$ cat src/rtl/video_quality_level_adaptation_assert.svh
// assertion macros shared by the video quality level adaptation rtl
`ifndef VIDEO_QUALITY_LEVEL_ADAPTATION_ASSERT_SVH
`define VIDEO_QUALITY_LEVEL_ADAPTATION_ASSERT_SVH
`ifndef ASSERT_OFF
`define VQLA_ASSERT_ALWAYS(label, clk, rst, cond) \
   label: assert property (@(posedge clk) disable iff (rst) (cond)) \
      else $error("assertion failed: always");
`define VQLA_ASSERT_IMPLY(label, clk, rst, ante, cons) \
   label: assert property (@(posedge clk) disable iff (rst) (ante) |-> (cons)) \
      else $error("assertion failed: implication");
`define VQLA_ASSERT_NEXT(label, clk, rst, ante, cons) \
   label: assert property (@(posedge clk) disable iff (rst) (ante) |=> (cons)) \
      else $error("assertion failed: next cycle");
`else
`define VQLA_ASSERT_ALWAYS(label, clk, rst, cond)
`define VQLA_ASSERT_IMPLY(label, clk, rst, ante, cons)
`define VQLA_ASSERT_NEXT(label, clk, rst, ante, cons)
`endif
`endif

$ cat src/rtl/vqla_pkg.sv
// types, codes and profile tables for the video quality level adaptation block
package vqla_pkg;

   localparam logic [1:0] CMD_UPDATE    = 2'd0;
   localparam logic [1:0] CMD_RESET_NET = 2'd1;
   localparam logic [1:0] CMD_EMERGENCY = 2'd2;

   localparam logic [3:0]  LEVEL_MAX        = 4'd8;
   localparam logic [2:0]  RECOVERY_WINDOWS = 3'd5;
   localparam logic [2:0]  RTT_CONFIRM      = 3'd5;
   localparam logic [1:0]  LOSS_CONFIRM     = 2'd3;
   localparam logic [10:0] CAP_MIN          = 11'd60;
   localparam logic [10:0] CAP_MAX          = 11'd2000;
   localparam logic [10:0] CAP_RESET        = 11'd2000;

   typedef struct packed {
      logic [1:0]  command;
      logic        report_valid;
      logic [13:0] loss_hundredths;
      logic [19:0] rtt_sixteenths_ms;
   } req_type;

   typedef struct packed {
      logic [3:0]  quality_level;
      logic [10:0] capped_kbps;
      logic        emergency_active;
   } rsp_type;

   // classified request as it sits in the queue
   typedef struct packed {
      logic [1:0] command;
      logic       report_valid;
      logic [3:0] loss_raw;
      logic       loss_ge5000;
      logic       loss_gt6000;
      logic       loss_gt5500;
      logic       loss_ge1200;
      logic       loss_ge300;
      logic [2:0] rtt_raw;
   } cls_type;

   function automatic logic [10:0] rate_of(input logic [3:0] level);
      logic [10:0] rate;
      unique case (level)
         4'd0:    rate = 11'd2000;
         4'd1:    rate = 11'd900;
         4'd2:    rate = 11'd700;
         4'd3:    rate = 11'd500;
         4'd4:    rate = 11'd350;
         4'd5:    rate = 11'd220;
         4'd6:    rate = 11'd150;
         4'd7:    rate = 11'd90;
         default: rate = 11'd60;
      endcase
      return rate;
   endfunction

   function automatic logic [10:0] cap_clamp(input logic [10:0] cap);
      logic [10:0] c;
      if (cap < CAP_MIN) begin
         c = CAP_MIN;
      end else if (cap > CAP_MAX) begin
         c = CAP_MAX;
      end else begin
         c = cap;
      end
      return c;
   endfunction

   // lowest level whose profile rate fits under the clamped cap
   function automatic logic [3:0] first_level(input logic [10:0] cap);
      logic [3:0] lvl;
      lvl = LEVEL_MAX;
      for (int i = 7; i >= 0; i--) begin
         if (rate_of(4'(i)) <= cap) begin
            lvl = 4'(i);
         end
      end
      return lvl;
   endfunction

endpackage

$ cat src/rtl/vqla_front.sv
// front end: takes requests and classifies loss and rtt against fixed thresholds
module vqla_front
   import vqla_pkg::*;
(
   input  logic    req_valid,
   output logic    req_stall,
   input  req_type req_payload,
   input  logic    q_full,
   output logic    push,
   output cls_type push_data
);

   logic [13:0] l;
   logic [19:0] r;

   assign l = req_payload.loss_hundredths;
   assign r = req_payload.rtt_sixteenths_ms;

   assign req_stall = q_full;
   assign push      = req_valid && !q_full;

   always_comb begin
      push_data              = '0;
      push_data.command      = req_payload.command;
      push_data.report_valid = req_payload.report_valid;
      priority if (l > 14'd7700) begin
         push_data.loss_raw = 4'd8;
      end else if (l > 14'd7200) begin
         push_data.loss_raw = 4'd7;
      end else if (l > 14'd6500) begin
         push_data.loss_raw = 4'd6;
      end else if (l > 14'd5000) begin
         push_data.loss_raw = 4'd5;
      end else if (l > 14'd3000) begin
         push_data.loss_raw = 4'd4;
      end else if (l > 14'd2000) begin
         push_data.loss_raw = 4'd3;
      end else if (l > 14'd1500) begin
         push_data.loss_raw = 4'd2;
      end else if (l > 14'd500) begin
         push_data.loss_raw = 4'd1;
      end else begin
         push_data.loss_raw = 4'd0;
      end
      push_data.loss_ge5000 = (l >= 14'd5000);
      push_data.loss_gt6000 = (l > 14'd6000);
      push_data.loss_gt5500 = (l > 14'd5500);
      push_data.loss_ge1200 = (l >= 14'd1200);
      push_data.loss_ge300  = (l >= 14'd300);
      priority if (r > 20'd6400) begin
         push_data.rtt_raw = 3'd7;
      end else if (r > 20'd4800) begin
         push_data.rtt_raw = 3'd6;
      end else if (r > 20'd3520) begin
         push_data.rtt_raw = 3'd5;
      end else if (r > 20'd2560) begin
         push_data.rtt_raw = 3'd3;
      end else begin
         push_data.rtt_raw = 3'd0;
      end
   end

endmodule

$ cat src/rtl/vqla_queue.sv
// two-entry queue between the classifying front end and the state back end
`include "video_quality_level_adaptation_assert.svh"
module vqla_queue
   import vqla_pkg::*;
(
   input  logic    clock,
   input  logic    reset,
   input  logic    push,
   input  cls_type push_data,
   input  logic    pop,
   output logic    q_valid,
   output logic    q_full,
   output cls_type q_data
);

   cls_type    entry_ff [2];
   logic       wr_ptr_ff;
   logic       wr_ptr_in;
   logic       rd_ptr_ff;
   logic       rd_ptr_in;
   logic [1:0] count_ff;
   logic [1:0] count_in;

   assign q_valid = (count_ff != 2'd0);
   assign q_full  = (count_ff == 2'd2);
   assign q_data  = entry_ff[rd_ptr_ff];

   always_comb begin
      wr_ptr_in = push ? !wr_ptr_ff : wr_ptr_ff;
      rd_ptr_in = pop ? !rd_ptr_ff : rd_ptr_ff;
      count_in  = count_ff + 2'(push) - 2'(pop);
   end

   always_ff @(posedge clock) begin
      if (reset) begin
         wr_ptr_ff <= 1'b0;
         rd_ptr_ff <= 1'b0;
         count_ff  <= 2'd0;
      end else begin
         wr_ptr_ff <= wr_ptr_in;
         rd_ptr_ff <= rd_ptr_in;
         count_ff  <= count_in;
      end
   end

   always_ff @(posedge clock) begin
      if (push) begin
         entry_ff[wr_ptr_ff] <= push_data;
      end
   end

   `VQLA_ASSERT_ALWAYS(a_count_range, clock, reset, count_ff <= 2'd2)
   `VQLA_ASSERT_ALWAYS(a_ptr_match, clock, reset, (wr_ptr_ff ^ rd_ptr_ff) == count_ff[0])
   `VQLA_ASSERT_NEXT(a_push_only, clock, reset, push && !pop, count_ff == $past(count_ff) + 2'd1)

endmodule

$ cat src/rtl/vqla_back.sv
// back end: confirmation counters, level state and the registered response
`include "video_quality_level_adaptation_assert.svh"
module vqla_back
   import vqla_pkg::*;
(
   input  logic        clock,
   input  logic        reset,
   input  logic        csr_wr_en,
   input  logic [10:0] csr_wr_data,
   input  logic        q_valid,
   input  cls_type     q_data,
   output logic        pop,
   output logic        rsp_valid,
   input  logic        rsp_stall,
   output rsp_type     rsp_payload
);

   logic [10:0] cap_ff;
   logic [3:0]  level_ff, level_in;
   logic [2:0]  healthy_ff, healthy_in;
   logic        emergency_ff, emergency_in;
   logic [2:0]  rtt_cand_ff, rtt_cand_in;
   logic [2:0]  rtt_count_ff, rtt_count_in;
   logic [2:0]  rtt_conf_ff, rtt_conf_in;
   logic [2:0]  loss_cand_ff, loss_cand_in;
   logic [1:0]  loss_count_ff, loss_count_in;
   logic        rsp_valid_ff;
   rsp_type     rsp_ff, rsp_in;

   logic [10:0] cap_used;
   logic [3:0]  cap_level;
   logic [3:0]  csr_level;
   logic        bump;
   logic [2:0]  bump_cand;
   logic [3:0]  lr_base, lr_hi, lr_lo;
   logic [2:0]  u_loss_cand;
   logic [1:0]  u_loss_count;
   logic [3:0]  lr_upd, lr_net;
   logic [2:0]  u_rtt_cand, u_rtt_count, u_rtt_conf;
   logic [3:0]  req_upd, req_net;
   logic [10:0] rate;
   logic        emerg_pop;

   assign cap_used  = cap_clamp(cap_ff);
   assign cap_level = first_level(cap_used);
   assign csr_level = first_level(cap_clamp(csr_wr_data));
   assign pop       = q_valid && (!rsp_valid_ff || !rsp_stall);
   assign emerg_pop = pop && !csr_wr_en && q_data.command == CMD_EMERGENCY;

   // loss mapping with confirmation for levels two and five
   always_comb begin
      bump      = 1'b0;
      bump_cand = 3'd0;
      lr_base   = 4'd0;
      lr_hi     = 4'd0;
      lr_lo     = 4'd0;
      priority if (q_data.loss_raw >= 4'd6) begin
         lr_base = q_data.loss_raw;
      end else if (level_ff >= 4'd5 && q_data.loss_ge5000) begin
         lr_base = 4'd5;
      end else if (q_data.loss_raw == 4'd5) begin
         priority if (q_data.loss_gt6000) begin
            lr_base = 4'd5;
         end else if (q_data.loss_gt5500) begin
            bump      = 1'b1;
            bump_cand = 3'd5;
            lr_hi     = 4'd5;
            lr_lo     = 4'd4;
         end else begin
            lr_base = 4'd4;
         end
      end else if (q_data.loss_raw >= 4'd3) begin
         lr_base = q_data.loss_raw;
      end else if (q_data.loss_raw == 4'd2) begin
         if (level_ff >= 4'd2) begin
            lr_base = 4'd2;
         end else begin
            bump      = 1'b1;
            bump_cand = 3'd2;
            lr_hi     = 4'd2;
            lr_lo     = 4'd1;
         end
      end else if (level_ff >= 4'd2 && q_data.loss_ge1200) begin
         lr_base = 4'd2;
      end else if (q_data.loss_raw == 4'd1) begin
         lr_base = 4'd1;
      end else if (level_ff >= 4'd1 && q_data.loss_ge300) begin
         lr_base = 4'd1;
      end else begin
         lr_base = 4'd0;
      end

      if (!bump) begin
         u_loss_cand  = 3'd0;
         u_loss_count = 2'd0;
      end else if (loss_cand_ff == bump_cand) begin
         u_loss_cand  = loss_cand_ff;
         u_loss_count = (loss_count_ff == LOSS_CONFIRM) ? loss_count_ff : loss_count_ff + 2'd1;
      end else begin
         u_loss_cand  = bump_cand;
         u_loss_count = 2'd1;
      end

      lr_upd = bump ? ((u_loss_count >= LOSS_CONFIRM) ? lr_hi : lr_lo) : lr_base;
      lr_net = bump ? lr_lo : lr_base;
   end

   // rtt confirmation
   always_comb begin
      if (q_data.rtt_raw == 3'd0) begin
         u_rtt_cand  = 3'd0;
         u_rtt_count = 3'd0;
         u_rtt_conf  = 3'd0;
      end else begin
         if (q_data.rtt_raw == rtt_cand_ff) begin
            u_rtt_cand  = rtt_cand_ff;
            u_rtt_count = (rtt_count_ff == 3'd7) ? rtt_count_ff : rtt_count_ff + 3'd1;
         end else begin
            u_rtt_cand  = q_data.rtt_raw;
            u_rtt_count = 3'd1;
         end
         if (u_rtt_count >= RTT_CONFIRM) begin
            u_rtt_conf = u_rtt_cand;
         end else if (rtt_conf_ff > q_data.rtt_raw) begin
            u_rtt_conf = q_data.rtt_raw;
         end else begin
            u_rtt_conf = rtt_conf_ff;
         end
      end
      req_upd = (lr_upd > {1'b0, u_rtt_conf}) ? lr_upd : {1'b0, u_rtt_conf};
      req_net = (lr_net > cap_level) ? lr_net : cap_level;
   end

   always_comb begin
      level_in      = level_ff;
      healthy_in    = healthy_ff;
      emergency_in  = emergency_ff;
      rtt_cand_in   = rtt_cand_ff;
      rtt_count_in  = rtt_count_ff;
      rtt_conf_in   = rtt_conf_ff;
      loss_cand_in  = loss_cand_ff;
      loss_count_in = loss_count_ff;
      if (q_data.command == CMD_UPDATE && q_data.report_valid) begin
         rtt_cand_in   = u_rtt_cand;
         rtt_count_in  = u_rtt_count;
         rtt_conf_in   = u_rtt_conf;
         loss_cand_in  = u_loss_cand;
         loss_count_in = u_loss_count;
         priority if (req_upd > level_ff) begin
            level_in     = req_upd;
            healthy_in   = 3'd0;
            emergency_in = (req_upd == LEVEL_MAX);
         end else if (req_upd < level_ff) begin
            if (healthy_ff + 3'd1 >= RECOVERY_WINDOWS) begin
               level_in   = level_ff - 4'd1;
               healthy_in = 3'd0;
               if (level_ff - 4'd1 <= req_upd) begin
                  emergency_in = 1'b0;
               end
            end else begin
               healthy_in = healthy_ff + 3'd1;
            end
         end else begin
            healthy_in = 3'd0;
            if (req_upd < LEVEL_MAX) begin
               emergency_in = 1'b0;
            end
         end
      end else if (q_data.command == CMD_RESET_NET && q_data.report_valid) begin
         rtt_cand_in   = 3'd0;
         rtt_count_in  = 3'd0;
         rtt_conf_in   = 3'd0;
         loss_cand_in  = 3'd0;
         loss_count_in = 2'd0;
         level_in      = req_net;
         healthy_in    = 3'd0;
         emergency_in  = 1'b0;
      end else if (q_data.command == CMD_EMERGENCY) begin
         level_in     = LEVEL_MAX;
         healthy_in   = 3'd0;
         rtt_cand_in  = 3'd0;
         rtt_count_in = 3'd0;
         rtt_conf_in  = 3'd0;
         emergency_in = 1'b1;
      end

      rate                    = rate_of(level_in);
      rsp_in.quality_level    = level_in;
      rsp_in.capped_kbps      = (rate > cap_used) ? cap_used : rate;
      rsp_in.emergency_active = emergency_in;
   end

   always_ff @(posedge clock) begin
      if (reset) begin
         cap_ff        <= CAP_RESET;
         level_ff      <= first_level(CAP_RESET);
         healthy_ff    <= 3'd0;
         emergency_ff  <= 1'b0;
         rtt_cand_ff   <= 3'd0;
         rtt_count_ff  <= 3'd0;
         rtt_conf_ff   <= 3'd0;
         loss_cand_ff  <= 3'd0;
         loss_count_ff <= 2'd0;
         rsp_valid_ff  <= 1'b0;
      end else begin
         if (csr_wr_en) begin
            cap_ff        <= csr_wr_data;
            level_ff      <= csr_level;
            healthy_ff    <= 3'd0;
            emergency_ff  <= 1'b0;
            rtt_cand_ff   <= 3'd0;
            rtt_count_ff  <= 3'd0;
            rtt_conf_ff   <= 3'd0;
            loss_cand_ff  <= 3'd0;
            loss_count_ff <= 2'd0;
         end else if (pop) begin
            level_ff      <= level_in;
            healthy_ff    <= healthy_in;
            emergency_ff  <= emergency_in;
            rtt_cand_ff   <= rtt_cand_in;
            rtt_count_ff  <= rtt_count_in;
            rtt_conf_ff   <= rtt_conf_in;
            loss_cand_ff  <= loss_cand_in;
            loss_count_ff <= loss_count_in;
         end
         if (pop) begin
            rsp_valid_ff <= 1'b1;
         end else if (!rsp_stall) begin
            rsp_valid_ff <= 1'b0;
         end
      end
   end

   always_ff @(posedge clock) begin
      if (pop) begin
         rsp_ff <= rsp_in;
      end
   end

   assign rsp_valid   = rsp_valid_ff;
   assign rsp_payload = rsp_ff;

   `VQLA_ASSERT_ALWAYS(a_level_range, clock, reset, level_ff <= LEVEL_MAX)
   `VQLA_ASSERT_ALWAYS(a_rtt_conf_order, clock, reset, rtt_conf_ff <= rtt_cand_ff)
   `VQLA_ASSERT_NEXT(a_force_emerg, clock, reset, emerg_pop, level_ff == LEVEL_MAX && emergency_ff)

endmodule

$ cat src/rtl/video_quality_level_adaptation.sv
// Video quality level adaptation, top level.
// req_ channel: one network report per request (command, report_valid, loss in
//   hundredths of a percent, rtt in sixteenths of a ms); taken when req_valid is
//   high and req_stall is low.
// rsp_ channel: exactly one response per request, in order, with quality level,
//   bitrate limited to the cap and the emergency flag; taken when rsp_valid is
//   high and rsp_stall is low.
// csr_ port: csr_wr_en writes the bitrate cap and reinitialises the level state;
//   write only while no request is outstanding.
// Order: a request is classified and queued at the edge it is taken and leaves
//   the queue when its response is registered, once the response register is free;
//   the response is presented from that edge and can be taken at the next one.
// Throughput: one request per cycle while rsp_stall is low, set by the state update
//   in the back end; a two-entry queue sits between classification and state update.
// Stall: while rsp_stall is high the response register holds; the queue then
//   fills and req_stall rises once both entries are taken.
// Reset (synchronous, active high): cap 2000 kbps, level 0, all counters clear,
//   queue and response register empty.
module video_quality_level_adaptation
   import vqla_pkg::*;
(
   input  logic        clock,
   input  logic        reset,
   input  logic        req_valid,
   output logic        req_stall,
   input  req_type     req_payload,
   output logic        rsp_valid,
   input  logic        rsp_stall,
   output rsp_type     rsp_payload,
   input  logic        csr_wr_en,
   input  logic [10:0] csr_wr_data
);

   logic    push;
   cls_type push_data;
   logic    pop;
   logic    q_valid;
   logic    q_full;
   cls_type q_data;

   vqla_front u_front (
      .req_valid   (req_valid),
      .req_stall   (req_stall),
      .req_payload (req_payload),
      .q_full      (q_full),
      .push        (push),
      .push_data   (push_data)
   );

   vqla_queue u_queue (
      .clock     (clock),
      .reset     (reset),
      .push      (push),
      .push_data (push_data),
      .pop       (pop),
      .q_valid   (q_valid),
      .q_full    (q_full),
      .q_data    (q_data)
   );

   vqla_back u_back (
      .clock       (clock),
      .reset       (reset),
      .csr_wr_en   (csr_wr_en),
      .csr_wr_data (csr_wr_data),
      .q_valid     (q_valid),
      .q_data      (q_data),
      .pop         (pop),
      .rsp_valid   (rsp_valid),
      .rsp_stall   (rsp_stall),
      .rsp_payload (rsp_payload)
   );

endmodule
$ cat config.mk
export PLATFORM = sky130hd
export DESIGN_NAME = video_quality_level_adaptation
export DESIGN_NICKNAME = d
export VERILOG_FILES = /design/src/rtl/vqla_pkg.sv /design/src/rtl/vqla_front.sv /design/src/rtl/vqla_queue.sv /design/src/rtl/vqla_back.sv /design/src/rtl/video_quality_level_adaptation.sv
export VERILOG_INCLUDE_DIRS = /design/src /design/src/rtl
export SDC_FILE = /design/constraint.sdc
export NUM_CORES = 1
export LEC_CHECK = 0
export BUFFER_PORTS_ARGS = -buffer_cell sky130_fd_sc_hd__buf_2
export CAP_MARGIN = 20
export CELL_PAD_IN_SITES_DETAIL_PLACEMENT = 2
export CELL_PAD_IN_SITES_GLOBAL_PLACEMENT = 2
export CORE_ASPECT_RATIO = 0.6
export CORE_UTILIZATION = 37
export DETAILED_ROUTE_END_ITERATION = 10
export HOLD_SLACK_MARGIN = 0.12
export PLACE_DENSITY = 0.92
export SETUP_SLACK_MARGIN = 0.3
export SYNTH_ARGS = -nofsm -noshare
export SYNTH_HDL_FRONTEND = slang
export SYNTH_HIERARCHICAL = 1
export SYNTH_SLANG_ARGS = --single-unit
$ cat constraint.sdc
create_clock -name clock -period 7.9 [get_ports clock]
set_input_delay 0.395 -clock clock [delete_from_list [all_inputs] [get_ports clock]]
set_output_delay 0.395 -clock clock [all_outputs]
set_load 0.05 [all_outputs]
==> metrics.txt, run 1 <==
# clock sinks=84; syn_area_per_cell=8.78 um2; worst path required time=8.00 ns; reg2reg setup slack=-0.15 ns; Initial Util=about two fifths; final slew viol count=0; vias in the first global route=7154; crit path kind=register to register; H-tree depth=3; count leader, synth=nor2_1; pre-CTS setup slack=-0.288 ns; gpl congestion=0.894; PwrDens=368 nW/um2; Final WS setup=-0.148 ns; GRT Overall Usage=29.2%; R2R depth=37; met3 GRT Util=5.11%; Commonest cells post-synth=nor2_1, nand2_1, a21oi_1; global-route wire length before repair=41700 um; antenna viol nets, final=0; outcome=complete, but fails checks; die height=106 um; worst-path maximum fanout=6; Logic pwr share=64.1%; Iter 0 DRT Violations=808; Wirelength per Cell=between 30 and 40 um; floorplan row count=37; top cell type's share of synthesized area=roughly a fifth; Total Wirelength=32200 um; pin count of the biggest net entering global routing=27; GRT overflow=0; Final Hold Fails=0; Synth async-reset ratio=0%; number of cells on the worst hold path=1; Mapped Area=around 6700 um2; maxcap violations=0; area delta synth->final=18.9%; GR Util met2=44.0%; antenna violations before repair=1; peak supply drop=208 uV; crit start category=register; DP HPWL=18900 um; Crit. End Element=register; leakage=2.97 nW; crit path time final=8.05 ns; Tot Pwr=roughly 0.003 W; Tcrit/Tclk final=102%; largest cells by area after synthesis=edfxtp_1, dfxtp_1, ha_1, nor2_1, a21oi_1; Core Region=between 15000 and 20000 um2; Worst path max stage delay=roughly 0.54 ns; Total Nets Final=923; via count=around 7000; clk slew on worst S/H paths=approximately 0.070 ns; Net Switching=roughly 0.0014 W; count of final setup violators=8; Slew @ Worst Pin=between 1 and 1.5 ns; Clk Tree Root Cell=clkbuf_16; synth warn=6; skew final=0.00693 ns; met1 Usage GRT=41.2%; failing checks=negative setup slack; synth unique cells=90; Die ar.=18600 um2; port bufs=70; hold wc startpoint=req_payload[34]; worst reg2reg endpoint=u_back/rsp_payload[5]; drt drc=0; post-synthesis cell count=758; Fmax=between 100 and 150 MHz; sequential fraction of design power=22.0%; Rel. slew slack=29.8%; clock network fraction of design power=13.9%; Pint=0.00147 W; hold_buf cts=0; sw frac=49.7%; IO Count=71; sequential area share after synthesis=32.2%; Mapped Nets=852; vias per cell=6.66; Die Width=175 um; Most used DFF post-synth=edfxtp_1; TritonCTS clock tree=done; total CTS buffers=9; Yosys top cell by area=edfxtp_1; setup tns final=-0.764 ns; Top Usage Layer GRT=met2; class of the worst hold path=input pin to register; synthesized flop and latch total=84; hold worst-path end=u_queue/entry_ff[1][12]; share of cells above drive strength 1=26.9%; EDFF count, synth=46; Max Root-Sink Buffers=2; Clk Latency, worst-skew pair=0.35 ns; iteration count of the initial detailed-routing pass=5; slowest CP cell=o32ai_1; Critical Path AT=~8.1 ns; cell mode on critical path=buf_4
-- cell usage in the layout (no fill, tap or decap), types with 6 or more instances in the layout --
master and n:
nor2_1 60, mux2i_1 8, o31ai_1 7, nor2b_1 15, nand2b_1 9, inv_2 6
and2_1 7, ha_1 35, buf_2 70, xnor2_1 8, dfxtp_1 35, nand3_1 21
a31oi_1 11, o21a_1 12, mux2_2 6, nand2_1 49, a41oi_1 6, a21o_1 9
o211ai_1 19, nor4_1 6, nand4_1 9, o21ai_1 7, clkbuf_16 10, and3_1 7
nor3_1 30, edfxtp_1 46, mux2_4 14, a22oi_1 8, o2111ai_1 6, o21ai_0 29
nand4b_1 6, inv_1 36, a21oi_1 43, buf_4 35
-- how the worst max path moves through the flow --
| stage | to | cells after the start | slack [ns] | startpoint |
|---|---|---|---|---|
| finish | u_back/rsp_payload[5] | 37 | -0.15 | register |
| global route | u_back/rsp_payload[3] | 38 | -0.34 | u_queue/entry_ff[1][1] |
| CTS | u_back/rsp_payload[3] | 37 | 0.31 | u_back/level_ff[0] |
| detailed placement | u_back/rsp_payload[7] | 35 | -0.29 | u_back/level_ff[0] |
| global placement | u_back/rsp_payload[2] | 36 | 0.47 | u_back/level_ff[0] |
| floorplan | u_back/rsp_payload[5] | 37 | 0.77 | register |
-- cell type report --
type / instances / area [um2]
inverters: 44 / 168
multi-input cells: 580 / 4350
flip-flops and latches: 84 / 2150
well taps: 234 / 293
diodes: 2 / 5.00
clock buffers: 11 / 233
fillers: 1855 / 9440
clock inverters: 5 / 28.8
repair buffers: 110 / 691
-- worst max-delay path: cells and delay by family (launching register included) --
kind                     cells  cell delay [ns]
adder cells (fa/ha/maj)      3             0.77
flip-flops                   1             0.39
AO/OA/AOI/OAI               18             3.65
buffers and inverters        9             1.35
AND/OR/NAND/NOR              5             0.97
multiplexers                 2             0.62
-- metal layers --
| layer | share of wire (%) | vias up |
|---|---|---|
| met5 | 0 | - |
| met4 | 3.3 | 0 |
| met1 | 44 | 3627 |
| li1 | - | 3002 |
| met3 | 7.7 | 91 |
| met2 | 45 | 404 |
-- flip-flops by register name, summed over array words and instances (netlist names), named ones only --
signal / count
u_back/rtt_count_ff: 3
u_back/rsp_valid: 1
u_back/rtt_cand_ff: 3
u_back/cap_ff: 11
u_queue/count_ff: 2
u_queue/wr_ptr_ff: 1
u_queue/rd_ptr_ff: 1
u_back/rtt_conf_ff: 3
u_queue/entry_ff: 30
u_back/loss_count_ff: 2
u_back/rsp_payload: 16
u_back/healthy_ff: 3
u_back/level_ff: 4
u_back/emergency_ff: 1
u_back/loss_cand_ff: 2
-- per-stage QoR --
| stage | utilization, % | hold WS [ns] | area, um2 | std cells |
|---|---|---|---|---|
| 2_1_floorplan | - | 0.442 | 6660 | 758 |
| 3_3_place_gp | 40.9 | 0.455 | 7100 | 1024 |
| 3_5_place_dp | 40.9 | 0.476 | 7100 | 1024 |
| 4_1_cts | 43.1 | 0.235 | 7480 | 1047 |
| 5_1_grt | 45.6 | 0.243 | 7910 | 1068 |
| 6_report | 45.6 | 0.234 | 7920 | 1070 |
-- timing repair --
item / 4_1_cts / 5_1_grt
setup endpoints to repair: 11 / 11
pin swaps: 6 / 20
resized for setup: 23 / 63
endpoints found under the hold margin: 0 / 0
setup buffers: 7 / 20
cloned: 0 / 1
-- power by group through the flow --
stage / Combinational, W / Sequential [W] / Clock, W
after floorplan: 0.000831 / 0.000769 / 0
after global placement: 0.00128 / 0.000637 / 0
after detailed placement: 0.00138 / 0.000640 / 0
after CTS: 0.00149 / 0.000635 / 0.000404
after global routing: 0.00192 / 0.000647 / 0.000419
final: 0.00187 / 0.000643 / 0.000404
-- kinds of logic after synthesis --
kind of cell,Yosys count,synth area share [%]
multiplexers,28,5.20
flip-flops,84,32.2
AO/OA/AOI/OAI,230,24.5
buffers and inverters,94,6.91
adder cells (fa/ha/maj),41,7.70
XOR/XNOR,10,1.52
AND/OR/NAND/NOR,271,22.0
Note: power is estimated with default switching activity, not from simulation.
==> run 2: changes to the inputs <==
Settings changed: CELL_PAD_IN_SITES_DETAIL_PLACEMENT 2 to 1.
==> run 2 against run 1 <==
  * The run now ends clean
  * First-iteration DRC count down 38%
  * Clock skew increased by 0.0052 ns
  * Sequential share of layout area up 0.81 points
  * Routed wire length is 35% lower
  * Global-route usage is 6.7 points lower
  * Largest power group unchanged
  * Combinational power decreased by 21%
  * Via count decreased by 11%
  * Fmax up 8.1%
  * Core utilization is 1.4 points lower
  * Register-to-register slack gained 0.61 ns
==> metrics.txt, run 2 (synthesis results as in run 1) <==
number of flip-flops in the largest register=30 (unchanged); crit path kind=register to register; antenna violations before repair=0 (-1); Die Width=175 um (unchanged); cell mode on critical path=ha_1; share of cells above drive strength 1=23.2% (-3.6 points); vias in the first global route=6121 (-14%); via count=6315 (-11%); gpl congestion=0.894 (unchanged); maxcap violations=0 (unchanged); Non-Filler Cell Area, Final=7670 um2 (-3.1%); antenna viol nets, final=0 (unchanged); sequential fraction of design power=24.7% (+2.7 points); clock network fraction of design power=17.5% (+3.6 points); Core Region=17400 um2 (unchanged); Placed Area=7100 um2 (unchanged); crit path time final=7.44 ns (-0.606 ns); Logic pwr share=57.8% (-6.3 points); crit start category=register; global-route wire length before repair=33400 um (-20%); drt drc=0 (unchanged); Tcrit/Tclk final=94.2% (-7.7 points); Total Nets Final=907 (-1.7%); Pint=0.00139 W (-5.2%); unrepaired setup endpoints after global routing=no; area delta synth->final=15.3%; Final Hold Fails=0 (unchanged); Clk Latency, worst-skew pair=0.35 ns (about the same); leakage=2.91 nW (-2.1%); Worst path max stage delay=0.38 ns (-0.16 ns); pin count of the biggest net entering global routing=27 (unchanged); port bufs=70 (unchanged); die height=106 um (unchanged); TritonCTS clock tree=done; Iter 0 DRT Violations=499 (-38%); Slew @ Worst Pin=0.770 ns (-0.279 ns); count of final setup violators=0 (-8); clk slew on worst S/H paths=0.07 ns (about the same); outcome=finished clean; Crit. End Element=register; Wirelength per Cell=19.7 um (-34%); ANT cells=0 (-2); worst path required time=8.00 ns (about the same); sw frac=45.3% (-4.4 points); Net Switching=0.00115 W (-20%); iteration count of the initial detailed-routing pass=6 (+1); H-tree depth=3 (unchanged); total CTS buffers=9 (unchanged); final slew viol count=0 (unchanged); worst-path maximum fanout=7 (+1); slowest CP cell=dfxtp_2; peak supply drop=180 uV (-14%); setup tns final=0 ns (+0.764 ns); Total Wirelength=20700 um (-35%); most frequent cells in the layout=buf_2, nor2_1, nand2_1; class of the worst hold path=input pin to register; hold_buf cts=0 (unchanged); Rel. slew slack=48.7% (+19 points); Die ar.=18600 um2 (unchanged); GRT overflow=0 (unchanged); Clk Tree Root Cell=clkbuf_16; # clock sinks=84 (unchanged); Max Root-Sink Buffers=2 (unchanged); PwrDens=331 nW/um2 (-10%); Fmax=134 MHz (+8.1%); Initial Util=38.4% (unchanged); floorplan row count=37 (unchanged); vias per cell=6.00 (-9.8%); IO Count=71 (unchanged); Critical Path AT=7.54 ns (-0.60 ns); skew final=0.0122 ns (+0.00524 ns); GRT Overall Usage=22.6% (-6.7 points); most common cell after layout, fill and taps aside=buf_2; DP HPWL=15300 um (-19%); Largest Register=u_queue/entry_ff
run 2: metal layers:
layer  global-route usage, %  part of all wire (%)
met5                       0                     0
met4                    3.91                  0.77
met1                    36.5                    54
met2                    30.5                    40
met3                    4.04                   5.6
run 2: layout make-up:
| type | instances | area [um2] |
|---|---|---|
| inverters | 44 | 165 |
| well taps | 234 | 293 |
| fillers | 2071 | 9690 |
| repair buffers | 94 | 556 |
| multi-input cells | 580 | 4210 |
| clock buffers | 9 | 225 |
| clock inverters | 7 | 83.8 |
| flip-flops and latches | 84 | 2150 |
run 2: worst max-delay path: cells and delay by family, from the launching register on:
family                   cells  cell delay, ns
buffers and inverters        6            0.67
adder cells (fa/ha/maj)      5            1.41
flip-flops                   1            0.38
multiplexers                 2            0.46
AO/OA/AOI/OAI               15            2.87
AND/OR/NAND/NOR              9            1.40
run 2: path summary, 6_finish.rpt:
kind / startpoint / endpoint / slack, ns / cells after the start
setup / recovery: register / u_back/rsp_payload[7] / 0.46 / 37
hold / removal: req_payload[36] / u_queue/entry_ff[1][14] / 0.24 / 1
setup reg to reg: register / u_back/rsp_payload[7] / 0.46 / 37
hold reg to reg: u_back/rtt_cand_ff[2] / u_back/rtt_cand_ff[2] / 0.48 / 2
run 2: power by group through the flow:
stage	Sequential [W]	Clock, W	Combinational (W)
2_1_floorplan	0.000769	0	0.000831
3_3_place_gp	0.000637	0	0.00128
3_5_place_dp	0.000634	0	0.00130
4_1_cts	0.000628	0.000456	0.00133
5_1_grt	0.000638	0.000471	0.00158
6_report	0.000628	0.000445	0.00147
run 2: per-stage QoR:
step / instances / util (%) / hold WS [ns] / total power [W] / setup slack, ns
5_1_grt: 1052 / 44.2 / 0.228 / 0.00269 / 0.141
3_3_place_gp: 1024 / 40.9 / 0.455 / 0.00192 / 0.466
3_5_place_dp: 1024 / 40.9 / 0.465 / 0.00194 / 0.149
6_report: 1052 / 44.2 / 0.239 / 0.00254 / 0.459
4_1_cts: 1042 / 42.9 / 0.229 / 0.00242 / 0.317
2_1_floorplan: 758 / - / 0.442 / 0.00160 / 0.775
run 2: what timing repair did:
| action | CTS | global route |
|---|---|---|
| buffers inserted | 2 | 9 |
| cloned | 0 | 1 |
| endpoints found under the setup margin | 9 | 11 |
| hold endpoints to repair | 0 | 0 |
| gates resized for setup | 8 | 38 |
| pin swaps | 2 | 14 |
